`src/cpt_pkg.sv`:
```
// Package with types and constants shared by the cover position tracker.
package cpt_pkg;

    localparam int unsigned POS_W = 7;
    localparam int unsigned TGT_W = 8;
    localparam int unsigned CNT_W = 16;
    localparam logic [POS_W-1:0] TOP_POSITION = 7'd100;

    localparam int unsigned CFG_ADDR_W = 3;
    localparam logic CFG_IDX_STEP_INTERVAL = 1'b0;
    localparam logic CFG_IDX_REPORT_HOLDOFF = 1'b1;
    localparam logic [CNT_W-1:0] STEP_INTERVAL_RST = 16'd310;
    localparam logic [CNT_W-1:0] REPORT_HOLDOFF_RST = 16'd1000;

    typedef logic signed [1:0] t_dir;
    localparam t_dir DIR_STOP = 2'sb00;
    localparam t_dir DIR_INC = 2'sb01;
    localparam t_dir DIR_DEC = 2'sb11;

    typedef enum logic [2:0] {
        CMD_TICK   = 3'd0,
        CMD_TARGET = 3'd1,
        CMD_UP     = 3'd2,
        CMD_DOWN   = 3'd3,
        CMD_STOP   = 3'd4
    } t_cmd;

    typedef struct packed {
        logic [CNT_W-1:0] step_interval;
        logic [CNT_W-1:0] report_holdoff;
    } t_cfg;

    typedef struct packed {
        logic             report_valid;
        logic [POS_W-1:0] position;
        t_dir             direction;
    } t_result;

endpackage

```
`src/cpt_cfg.sv`:
```
// APB register file holding the step interval and the report hold-off.
module cpt_cfg (
    input  logic                           i_clk,
    input  logic                           i_rst_n,
    input  logic                           psel,
    input  logic                           penable,
    input  logic                           pwrite,
    input  logic [cpt_pkg::CFG_ADDR_W-1:0] paddr,
    input  logic [31:0]                    pwdata,
    output logic [31:0]                    prdata,
    output logic                           pready,
    output cpt_pkg::t_cfg                  o_cfg
);
    import cpt_pkg::*;

    logic [CNT_W-1:0] r_step_interval;
    logic [CNT_W-1:0] r_report_holdoff;
    logic             wr_en;

    assign pready = 1'b1;
    assign wr_en  = psel & penable & pwrite;

    always_ff @(posedge i_clk) begin
        if (!i_rst_n) begin
            r_step_interval  <= STEP_INTERVAL_RST;
            r_report_holdoff <= REPORT_HOLDOFF_RST;
        end else if (wr_en) begin
            unique case (paddr[2])
                CFG_IDX_STEP_INTERVAL:  r_step_interval  <= pwdata[CNT_W-1:0];
                CFG_IDX_REPORT_HOLDOFF: r_report_holdoff <= pwdata[CNT_W-1:0];
                default: ;
            endcase
        end
    end

    always_comb begin
        unique case (paddr[2])
            CFG_IDX_STEP_INTERVAL:  prdata = {16'd0, r_step_interval};
            CFG_IDX_REPORT_HOLDOFF: prdata = {16'd0, r_report_holdoff};
            default:                prdata = 32'd0;
        endcase
    end

    assign o_cfg.step_interval  = r_step_interval;
    assign o_cfg.report_holdoff = r_report_holdoff;

endmodule

```
`src/cpt_core.sv`:
```
// Tracker state and the single-pass update for one command word.
module cpt_core (
    input  logic                      i_clk,
    input  logic                      i_rst_n,
    input  logic                      i_en,
    input  cpt_pkg::t_cmd             i_cmd,
    input  logic [cpt_pkg::TGT_W-1:0] i_tgt,
    input  cpt_pkg::t_cfg             i_cfg,
    output cpt_pkg::t_result          o_result
);
    import cpt_pkg::*;

    logic [POS_W-1:0] r_pos, n_pos;
    t_dir             r_dir, n_dir;
    logic             r_goal_act, n_goal_act;
    logic [TGT_W-1:0] r_goal, n_goal;
    logic [CNT_W-1:0] r_step_wait, n_step_wait;
    logic [CNT_W-1:0] r_rep_wait, n_rep_wait;
    logic [POS_W-1:0] r_last, n_last;
    logic             n_sent;

    logic             holdoff_done;
    logic [CNT_W-1:0] rep_wait_dec;
    logic [POS_W-1:0] step_pos;
    logic             goal_hit;
    t_dir             step_dir;

    assign holdoff_done = (r_rep_wait == '0);
    assign rep_wait_dec = holdoff_done ? r_rep_wait : r_rep_wait - 1'b1;

    // Position after one step, clamped at both ends.
    always_comb begin
        step_pos = r_pos;
        if (r_dir == DIR_DEC && r_pos != '0) begin
            step_pos = r_pos - 1'b1;
        end else if (r_dir == DIR_INC && r_pos < TOP_POSITION) begin
            step_pos = r_pos + 1'b1;
        end
    end

    assign goal_hit = r_goal_act && (r_goal == {1'b0, step_pos});
    assign step_dir = goal_hit ? DIR_STOP : r_dir;

    always_comb begin
        n_pos       = r_pos;
        n_dir       = r_dir;
        n_goal_act  = r_goal_act;
        n_goal      = r_goal;
        n_step_wait = r_step_wait;
        n_rep_wait  = r_rep_wait;
        n_last      = r_last;
        n_sent      = 1'b0;
        unique case (i_cmd)
            CMD_TICK: begin
                n_rep_wait = rep_wait_dec;
                if (r_step_wait != '0) begin
                    n_step_wait = r_step_wait - 1'b1;
                end else begin
                    n_pos      = step_pos;
                    n_dir      = step_dir;
                    n_goal_act = r_goal_act & ~goal_hit;
                    if (r_last != step_pos && (holdoff_done || step_dir == DIR_STOP)) begin
                        n_last     = step_pos;
                        n_rep_wait = i_cfg.report_holdoff;
                        n_sent     = 1'b1;
                    end
                    n_step_wait = (step_dir != DIR_STOP) ? i_cfg.step_interval : '0;
                end
            end
            CMD_TARGET: begin
                n_goal_act = 1'b1;
                n_goal     = i_tgt;
                if (i_tgt > {1'b0, r_pos}) begin
                    n_dir = DIR_INC;
                end else if (i_tgt < {1'b0, r_pos}) begin
                    n_dir = DIR_DEC;
                end
            end
            CMD_UP:   n_dir = DIR_DEC;
            CMD_DOWN: n_dir = DIR_INC;
            CMD_STOP: begin
                n_dir      = DIR_STOP;
                n_goal_act = 1'b0;
            end
            default: ;
        endcase
    end

    always_ff @(posedge i_clk) begin
        if (!i_rst_n) begin
            r_pos       <= '0;
            r_dir       <= DIR_STOP;
            r_goal_act  <= 1'b0;
            r_goal      <= '0;
            r_step_wait <= '0;
            r_rep_wait  <= '0;
            r_last      <= '0;
        end else if (i_en) begin
            r_pos       <= n_pos;
            r_dir       <= n_dir;
            r_goal_act  <= n_goal_act;
            r_goal      <= n_goal;
            r_step_wait <= n_step_wait;
            r_rep_wait  <= n_rep_wait;
            r_last      <= n_last;
        end
    end

    assign o_result.report_valid = n_sent;
    assign o_result.position     = n_pos;
    assign o_result.direction    = n_dir;

endmodule

```
`src/cover_position_tracker.sv`:
```
// Each accepted word passes the input register, then the tracker update into the output register.
// Throughput: one word per cycle unless the output stalls; the tracker state updates once per word.
// An input register and an output register part the two stream sides.
// Reset (synchronous, active low) stops the cover at position zero, clears
// all timers and the target, and loads the default step interval and hold-off.
module cover_position_tracker (
    input  logic                           i_clk,
    input  logic                           i_rst_n,
    input  logic                           i_s_tvalid,
    output logic                           o_s_tready,
    input  logic [7:0]                     i_s_tdata,  // [7:0] target
    input  logic [2:0]                     i_s_tuser,  // [2:0] command
    output logic                           o_m_tvalid,
    input  logic                           i_m_tready,
    output logic [15:0]                    o_m_tdata,  // [6:0] report_position,
                                                       // [8:7] moving_direction
    output logic [0:0]                     o_m_tuser,  // [0] report_valid
    input  logic                           psel,
    input  logic                           penable,
    input  logic                           pwrite,
    input  logic [cpt_pkg::CFG_ADDR_W-1:0] paddr,
    input  logic [31:0]                    pwdata,
    output logic [31:0]                    prdata,
    output logic                           pready
);
    import cpt_pkg::*;

    t_cfg             cfg;
    t_result          result;
    logic             r_in_valid;
    t_cmd             r_in_cmd;
    logic [TGT_W-1:0] r_in_tgt;
    logic             r_out_valid;
    t_result          r_out;
    logic             advance;
    logic             in_accept;

    assign advance    = r_in_valid && (!r_out_valid || i_m_tready);
    assign o_s_tready = !r_in_valid || advance;
    assign in_accept  = i_s_tvalid && o_s_tready;

    always_ff @(posedge i_clk) begin
        if (!i_rst_n) begin
            r_in_valid <= 1'b0;
        end else if (in_accept) begin
            r_in_valid <= 1'b1;
        end else if (advance) begin
            r_in_valid <= 1'b0;
        end
    end

    always_ff @(posedge i_clk) begin
        if (in_accept) begin
            r_in_cmd <= t_cmd'(i_s_tuser);
            r_in_tgt <= i_s_tdata;
        end
    end

    cpt_cfg u_cfg (
        .i_clk   (i_clk),
        .i_rst_n (i_rst_n),
        .psel    (psel),
        .penable (penable),
        .pwrite  (pwrite),
        .paddr   (paddr),
        .pwdata  (pwdata),
        .prdata  (prdata),
        .pready  (pready),
        .o_cfg   (cfg)
    );

    cpt_core u_core (
        .i_clk    (i_clk),
        .i_rst_n  (i_rst_n),
        .i_en     (advance),
        .i_cmd    (r_in_cmd),
        .i_tgt    (r_in_tgt),
        .i_cfg    (cfg),
        .o_result (result)
    );

    always_ff @(posedge i_clk) begin
        if (!i_rst_n) begin
            r_out_valid <= 1'b0;
        end else if (advance) begin
            r_out_valid <= 1'b1;
        end else if (i_m_tready) begin
            r_out_valid <= 1'b0;
        end
    end

    always_ff @(posedge i_clk) begin
        if (advance) begin
            r_out <= result;
        end
    end

    assign o_m_tvalid = r_out_valid;
    assign o_m_tdata  = {7'd0, r_out.direction, r_out.position};
    assign o_m_tuser  = r_out.report_valid;

    // The cover never passes the top end.
    a_pos_range: assert property (@(posedge i_clk) disable iff (!i_rst_n)
        o_m_tvalid |-> (o_m_tdata[6:0] <= TOP_POSITION))
        else $error("reported position above the top end");

    // Direction is one of stop, increasing or decreasing.
    a_dir_code: assert property (@(posedge i_clk) disable iff (!i_rst_n)
        o_m_tvalid |-> (o_m_tdata[8:7] != 2'b10))
        else $error("illegal direction code");

    // An accepted word is held in the input register next cycle.
    a_in_capture: assert property (@(posedge i_clk) disable iff (!i_rst_n)
        in_accept |=> r_in_valid)
        else $error("accepted word lost");

    // A finished word always lands in the output register.
    a_out_load: assert property (@(posedge i_clk) disable iff (!i_rst_n)
        advance |=> r_out_valid)
        else $error("result word lost");

endmodule

```
`config.mk`:
```
export PLATFORM = sky130hd
export DESIGN_NAME = cover_position_tracker
export DESIGN_NICKNAME = d
export VERILOG_FILES = /design/src/cpt_pkg.sv /design/src/cpt_cfg.sv /design/src/cpt_core.sv /design/src/cover_position_tracker.sv
export SDC_FILE = /design/constraint.sdc
export NUM_CORES = 1
export LEC_CHECK = 0
export ABC_CLOCK_PERIOD_IN_PS = 3780
export BUFFER_PORTS_ARGS = -buffer_cell sky130_fd_sc_hd__buf_2
export CORE_ASPECT_RATIO = 1.5
export CORE_MARGIN = 2
export CORE_UTILIZATION = 45
export DETAILED_ROUTE_END_ITERATION = 16
export GPL_TIMING_DRIVEN = 0
export PLACE_DENSITY = 0.66
export SLEW_MARGIN = 40
export SYNTH_ARGS = -nofsm -noshare
export SYNTH_HDL_FRONTEND = slang
export SYNTH_HIERARCHICAL = 1
export SYNTH_SLANG_ARGS = --single-unit
```
`constraint.sdc`:
```
create_clock -name i_clk -period 3.78 [get_ports i_clk]
set_input_delay 0 -clock i_clk [delete_from_list [all_inputs] [get_ports i_clk]]
set_output_delay 0 -clock i_clk [all_outputs]
set_load 0.02 [all_outputs]
```
==> results of run 1 <==
registers in the layout, indices dropped and copies added, names as in the netlist, 7 cells and up:
register,cells
u_core/r_last,7
u_core/r_step_wait,16
o_m_tdata,9
u_core/r_rep_wait,16
u_cfg/r_step_interval,16
r_in_tgt,8
u_core/r_pos,7
u_cfg/r_report_holdoff,16
u_core/r_goal,8
worst register-to-register path: cells and delay by family (launching register included):
kind	cells	cell delay [ps]
AOI/OAI and AO/OA	4	1420
and+or+nand+nor	4	910
DFF	1	450
adders and majority gates	1	270
buffers and inverters	1	180
xor gates and xnor gates	1	150
report_power, final:
group / switching, µW / internal (µW) / leakage [µW]
clock: 456 / 473 / 0.000136
combinational: 356 / 245 / 0.00207
sequential: 36.6 / 1250 / 0.000942
total: 848 / 1970 / 0.00315
per-layer routing:
metal / vias up / global-route usage [%] / wire, µm
met2: 194 / 45.5 / 9920
met1: 2701 / 24.2 / 6590
li1: 2786 / - / -
met5: - / 0 / 0
met3: 64 / 3.14 / 688
met4: 0 / 14.2 / 924
cell families (layout without fill, tap and decap cells):
group	Yosys count	count (layout)	synth area share, %
xor+xnor	30	30	4.24
flops	112	112	37.6
fa+ha+maj	12	12	2.30
buf+inv	89	197	7.87
other cells	3	24	0.173
simple gates	253	253	20.9
compound gates	144	144	15.7
mux	71	71	11.2
how the worst min path moves through the flow:
stage,from,endpoint,slack (ps),cells past startpoint
global route,i_m_tready,o_m_tvalid,10,3
finish,i_m_tready,o_m_tvalid,10,3
detailed placement,i_s_tdata[4],r_in_tgt[4],180,1
floorplan,i_s_tuser[0],r_in_cmd[0],100,0
CTS,i_m_tready,o_m_tvalid,6,3
global placement,i_s_tdata[4],r_in_tgt[4],180,1
synthesized netlist by cell type (5+ instances only):
library cell / number / share of area [%]
a21o_1: 5 / 0.58
a21oi_1: 31 / 2.4
a221oi_1: 8 / 1.1
a31oi_1: 7 / 0.67
buf_2: 9 / 0.69
buf_4: 26 / 3.0
buf_6: 5 / 0.86
clkbuf_1: 28 / 1.6
dfxtp_1: 91 / 28
edfxtp_1: 21 / 9.7
ha_1: 12 / 2.3
inv_1: 15 / 0.86
mux2_2: 16 / 2.8
mux2i_1: 54 / 8.3
nand2_1: 65 / 3.7
nand2b_1: 5 / 0.48
nand3_1: 14 / 1.1
nand4_1: 6 / 0.58
nor2_1: 52 / 3.0
nor2b_1: 27 / 2.6
nor3_1: 17 / 1.3
nor4_1: 11 / 1.1
o21ai_0: 25 / 1.9
o21ai_1: 13 / 1.0
o221ai_1: 7 / 0.94
or3_1: 14 / 1.3
xnor2_1: 20 / 2.7
xor2_1: 9 / 1.2
per-stage QoR:
step | util, % | std cells
2_1_floorplan | - | 735
3_3_place_gp | 50.8 | 988
3_5_place_dp | 50.9 | 988
4_1_cts | 55.2 | 1035
5_1_grt | 55.3 | 1035
6_report | 55.3 | 1035
layout make-up:
| cell class | instances | area (µm²) |
|---|---|---|
| fill | 1304 | 6290 |
| multi-input combinational | 534 | 3670 |
| sequential | 112 | 2450 |
| timing repair buffer | 92 | 613 |
| buffer | 70 | 442 |
| clock buffer | 11 | 243 |
| tap | 192 | 240 |
| inverter | 19 | 71.3 |
| clock inverter | 5 | 40.0 |
timing repair:
action	CTS	global route
pin swaps	1	0
setup buffers	1	0
hold buffers	30	0
gates cloned	0	0
endpoints found under the setup margin	14	25
resized for setup	2	4
hold endpoints to repair	45	0
==> impl_metrics.toml, run 1 <==
[status]
status = "finished clean"

[job]
max_cap_violations = 0

[floorplan]
io_pins = 105
core_area_um2 = 14100
initial_core_util_pct = 46.4
core.rowCount = 53
die_x_um = 102
dieArea_um2 = 15500
die_y_um = 151

[clocking]
path_clk_slew_ps = 80
numCtsBuffers = 9
max-clock-path-buffers = 2
cts_htree_levels = 3
cts_tree = "yes"
cts_sinks = 112
root_buffer = "clkbuf_16"
clk_latency_ps = 350

[synth]
synthCells = 714
ys_warn_count = 6
synth_edf_count = 21
ys_seq_area_share_pct = 37.6
syn_area_um2 = 6520
async_flop_share_pct = 0
ys_types = 85
synth_ff_type = "dfxtp_1"
avgSynthCellArea_um2 = 9.13
ys_ff_latch = 112

[final_layout]
n_antenna_cell = 0
most-common-layout-cells = "dfxtp_1 (90), buf_2 (70), nand2_1 (65)"
finalNetCount = 903
syn_to_final_growth_pct = 19.2
finalInstanceArea_um2 = 7770
final_common_cell = "dfxtp_1"
drive_gt1_share_pct = 19.8

[detailed_routing]
antenna_left = 0
wl_per_cell_um = 17.5
drt_iter0_markers = 360
wl_um = 18100
drcViolationCount = 0
via_per_inst = 5.55
drtPass1Iterations = 5
num_vias = 5745

[timing]
min_period_ps = 3630
fin_ws_ps = 155
finalHoldViolations = 0
max_freq_mhz = 276
hold_ws_ps = 12.0
fin_setup_tns_ps = 0
timing.slew.headroom_pct = 47.1
drv_slew = 0
worst_pin_slew_ps = 790
skew_ps = 5.96
period_share_pct = 95.9
finalSetupViolations = 0
rsz0062_at_grt = "false"

[placement]
dp_slack_ps = -81.2
dpl.hpwl_um = 13700
place_area_um2 = 7160
gp_congestion = 0.939
io_buffers = 61

[setup_path]
critical-path-slowest-cell = "dfxtp_2"
crit_end = "o_m_tdata[7]"
crit_start = "u_core/r_pos[0]"
cp-end-kind = "flip-flop"
start_kind = "flip-flop"
cp.required_ps = 3890
crit_chain = "inv_1 > ha_1 > nor3b_2 > and2_4 > o32ai_4 > xnor2_1 > a2111o_1 > nor4b_1 > nand3_1 > a211o_1 > a21o_1"
rrSetupSlack_ps = 150
path_class = "reg2reg"
slowest_delay_ps = 450
regToRegStartpoint = "u_core/r_pos[0]"
r2r_end = "o_m_tdata[7]"
crit_fanout = 8
rr_worst_depth = 11
critPathTopFamily = "compound AO/OA/AOI/OAI gates"
path_depth = 11
arrival_ps = 3730
path_buf_inv = 1

[power]
power.density_nw_per_um2 = 363
peakVddDrop_mv = 0.214
p_total_uw = 2820
p_leak_uw = 0.00315

[global_routing]
grt_pass1_vias = 5679
antenna_found_initial = 0
grt_pass1_wl_um = 28600
grt_max_degree = 19
grt_overflow = 0
grt_usage_pct = 23.9

[hold_path]
min_path_type = "in2reg"
Power figures use the tool's default switching activity.
==> run 2, diff against run 1 <==
==> constraint.sdc (replaced) <==
create_clock -name i_clk -period 3.78 [get_ports i_clk]
set_input_delay 0.189 -clock i_clk [delete_from_list [all_inputs] [get_ports i_clk]]
set_output_delay 0.189 -clock i_clk [all_outputs]
set_load 0.02 [all_outputs]
==> run 2 against run 1 <==
Against the previous run: setup slack better by 24 ps; via count is 2.4% lower; count of clock-buffer cells in the layout stayed put; sequential power hardly changed; total power is 0.82% lower; global-route usage is 0.37 points lower; critical endpoint unchanged; highest routed layer unchanged.
==> impl_metrics.toml, run 2 (synthesis gave the netlist of run 1 again) <==
[detailed_routing]
wl_per_cell_um = 17.8
antenna_left = 0
via_per_inst = 5.58
drcViolationCount = 0
num_vias = 5605
wl_um = 17900
drtPass1Iterations = 7
drt_iter0_markers = 318

[clocking]
max-clock-path-buffers = 2
numCtsBuffers = 9
cts_sinks = 112
cts_tree = "yes"
clk_latency_ps = 350
path_clk_slew_ps = 70
root_buffer = "clkbuf_16"
hold_buffers = 0
cts_htree_levels = 3

[setup_path]
rrSetupSlack_ps = 180
critPathTopFamily = "compound AO/OA/AOI/OAI gates"
crit_fanout = 8
crit_chain = "inv_1 > ha_1 > nor3b_2 > and2_4 > o32ai_4 > xnor2_1 > a2111o_1 > nor4b_1 > nand3_1 > a211o_1 > a21o_1"
start_kind = "flip-flop"
path_buf_inv = 1
r2r_end = "o_m_tdata[7]"
critical-path-slowest-cell = "dfxtp_2"
path_depth = 11
slowest_delay_ps = 440
cp.required_ps = 3890
arrival_ps = 3710
path_class = "reg2reg"
rr_worst_depth = 11
cp-end-kind = "flip-flop"
regToRegStartpoint = "u_core/r_pos[0]"

[final_layout]
finalNetCount = 873
most-common-layout-cells = "dfxtp_1 (90), buf_2 (70), nand2_1 (65)"
syn_to_final_growth_pct = 14.6
final_common_cell = "dfxtp_1"
drive_gt1_share_pct = 20.5
n_antenna_cell = 0
final_cells = 1005
finalInstanceArea_um2 = 7470

[timing]
min_period_ps = 3600
drv_slew = 0
finalSetupViolations = 0
period_share_pct = 95.3
timing.slew.headroom_pct = 49.8
worst_pin_slew_ps = 746
rsz0062_at_grt = "false"
finalHoldViolations = 0
skew_ps = 4.81
fin_setup_tns_ps = 0
max_freq_mhz = 278
fin_ws_ps = 179

[job]
max_cap_violations = 0

[power]
p_sw_uw = 846
pwr-share-comb_pct = 20.7
internal-power_uw = 1950
power.density_nw_per_um2 = 374
switching_share_pct = 30.3
p_leak_uw = 0.00303
p_seq_share_pct = 46.1
peakVddDrop_mv = 0.215
pwr-share-clk_pct = 33.2

[global_routing]
grtUsageMet3_pct = 3.18
grt_usage_pct = 23.6
grt_pass1_wl_um = 28200
grt_overflow = 0
top_usage_layer = "met2"
antenna_found_initial = 0
grt_use_met2_pct = 44.3
grt_pass1_vias = 5516
grt_max_degree = 19
grt_util_met1_pct = 24.2

[floorplan]
core_area_um2 = 14100
die_y_um = 151
initial_core_util_pct = 46.4
io_pins = 105
core.rowCount = 53
dieArea_um2 = 15500
die_x_um = 102

[placement]
dpl.hpwl_um = 13700
dp_cells = 988
dp_slack_ps = -81.2
gp_congestion = 0.939
place_area_um2 = 7160
io_buffers = 61

[hold_path]
whs_path_depth = 1
min_path_type = "in2reg"
hold_end = "r_in_tgt[3]"
hold_start = "i_s_tdata[3]"

[status]
status = "finished clean"
-- run 2: changes by cell type in the layout (fill, tap and decap cells not counted) --
cell / before / now
dlygate4sd3_1: 30 / 0
-- run 2: final cells by class --
class,count,area [µm²]
Multi-Input combinational cell,534,3670
Timing Repair Buffer,62,313
Clock inverter,5,40.0
Sequential cell,112,2450
Tap cell,192,240
Fill cell,1349,6590
Inverter,19,71.3
Clock buffer,11,243
Buffer,70,442
-- run 2: metal layers --
metal  vias up  share of wire, %  routed length, µm
li1       2721                 -                  -
met1      2643                37               6610
met2       190                54               9770
met3        51               4.1                734
met4         0               4.6                821
met5         -                 0                  0
-- run 2: power by group through the flow --
stage | combinational, µW | clock (µW) | sequential, µW
6_report | 579 | 928 | 1290
5_1_grt | 629 | 988 | 1290
4_1_cts | 571 | 942 | 1290
3_5_place_dp | 563 | 0 | 1310
3_3_place_gp | 546 | 0 | 1310
2_1_floorplan | 422 | 0 | 1310
-- run 2: worst max-delay path by stage --
stage	from	to	slack (ps)
6_report	u_core/r_pos[0]	o_m_tdata[7]	180
5_1_grt	u_core/r_pos[0]	o_m_tdata[7]	20
4_1_cts	u_core/r_pos[0]	o_m_tdata[7]	0.9
3_5_place_dp	u_core/r_pos[0]	u_core/r_rep_wait[15]	-80
3_3_place_gp	u_core/r_pos[0]	o_m_tdata[7]	-40
2_1_floorplan	u_core/r_pos[0]	u_core/r_rep_wait[14]	420
-- run 2: through the flow --
stage	util [%]	total power (µW)	hold slack [ps]
detailed placement	50.9	1880	368
floorplan	-	1730	288
finish	53.1	2790	12.2
global route	53.1	2910	1.65
global placement	50.8	1860	367
CTS	53.1	2800	2.09
-- run 2: what timing repair did --
item / CTS / global route
buffers inserted: 1 / 0
endpoints found under the setup margin: 14 / 25
hold endpoints to repair: 0 / 0
resized for setup: 2 / 4
pin swaps: 1 / 0
cloned: 0 / 0
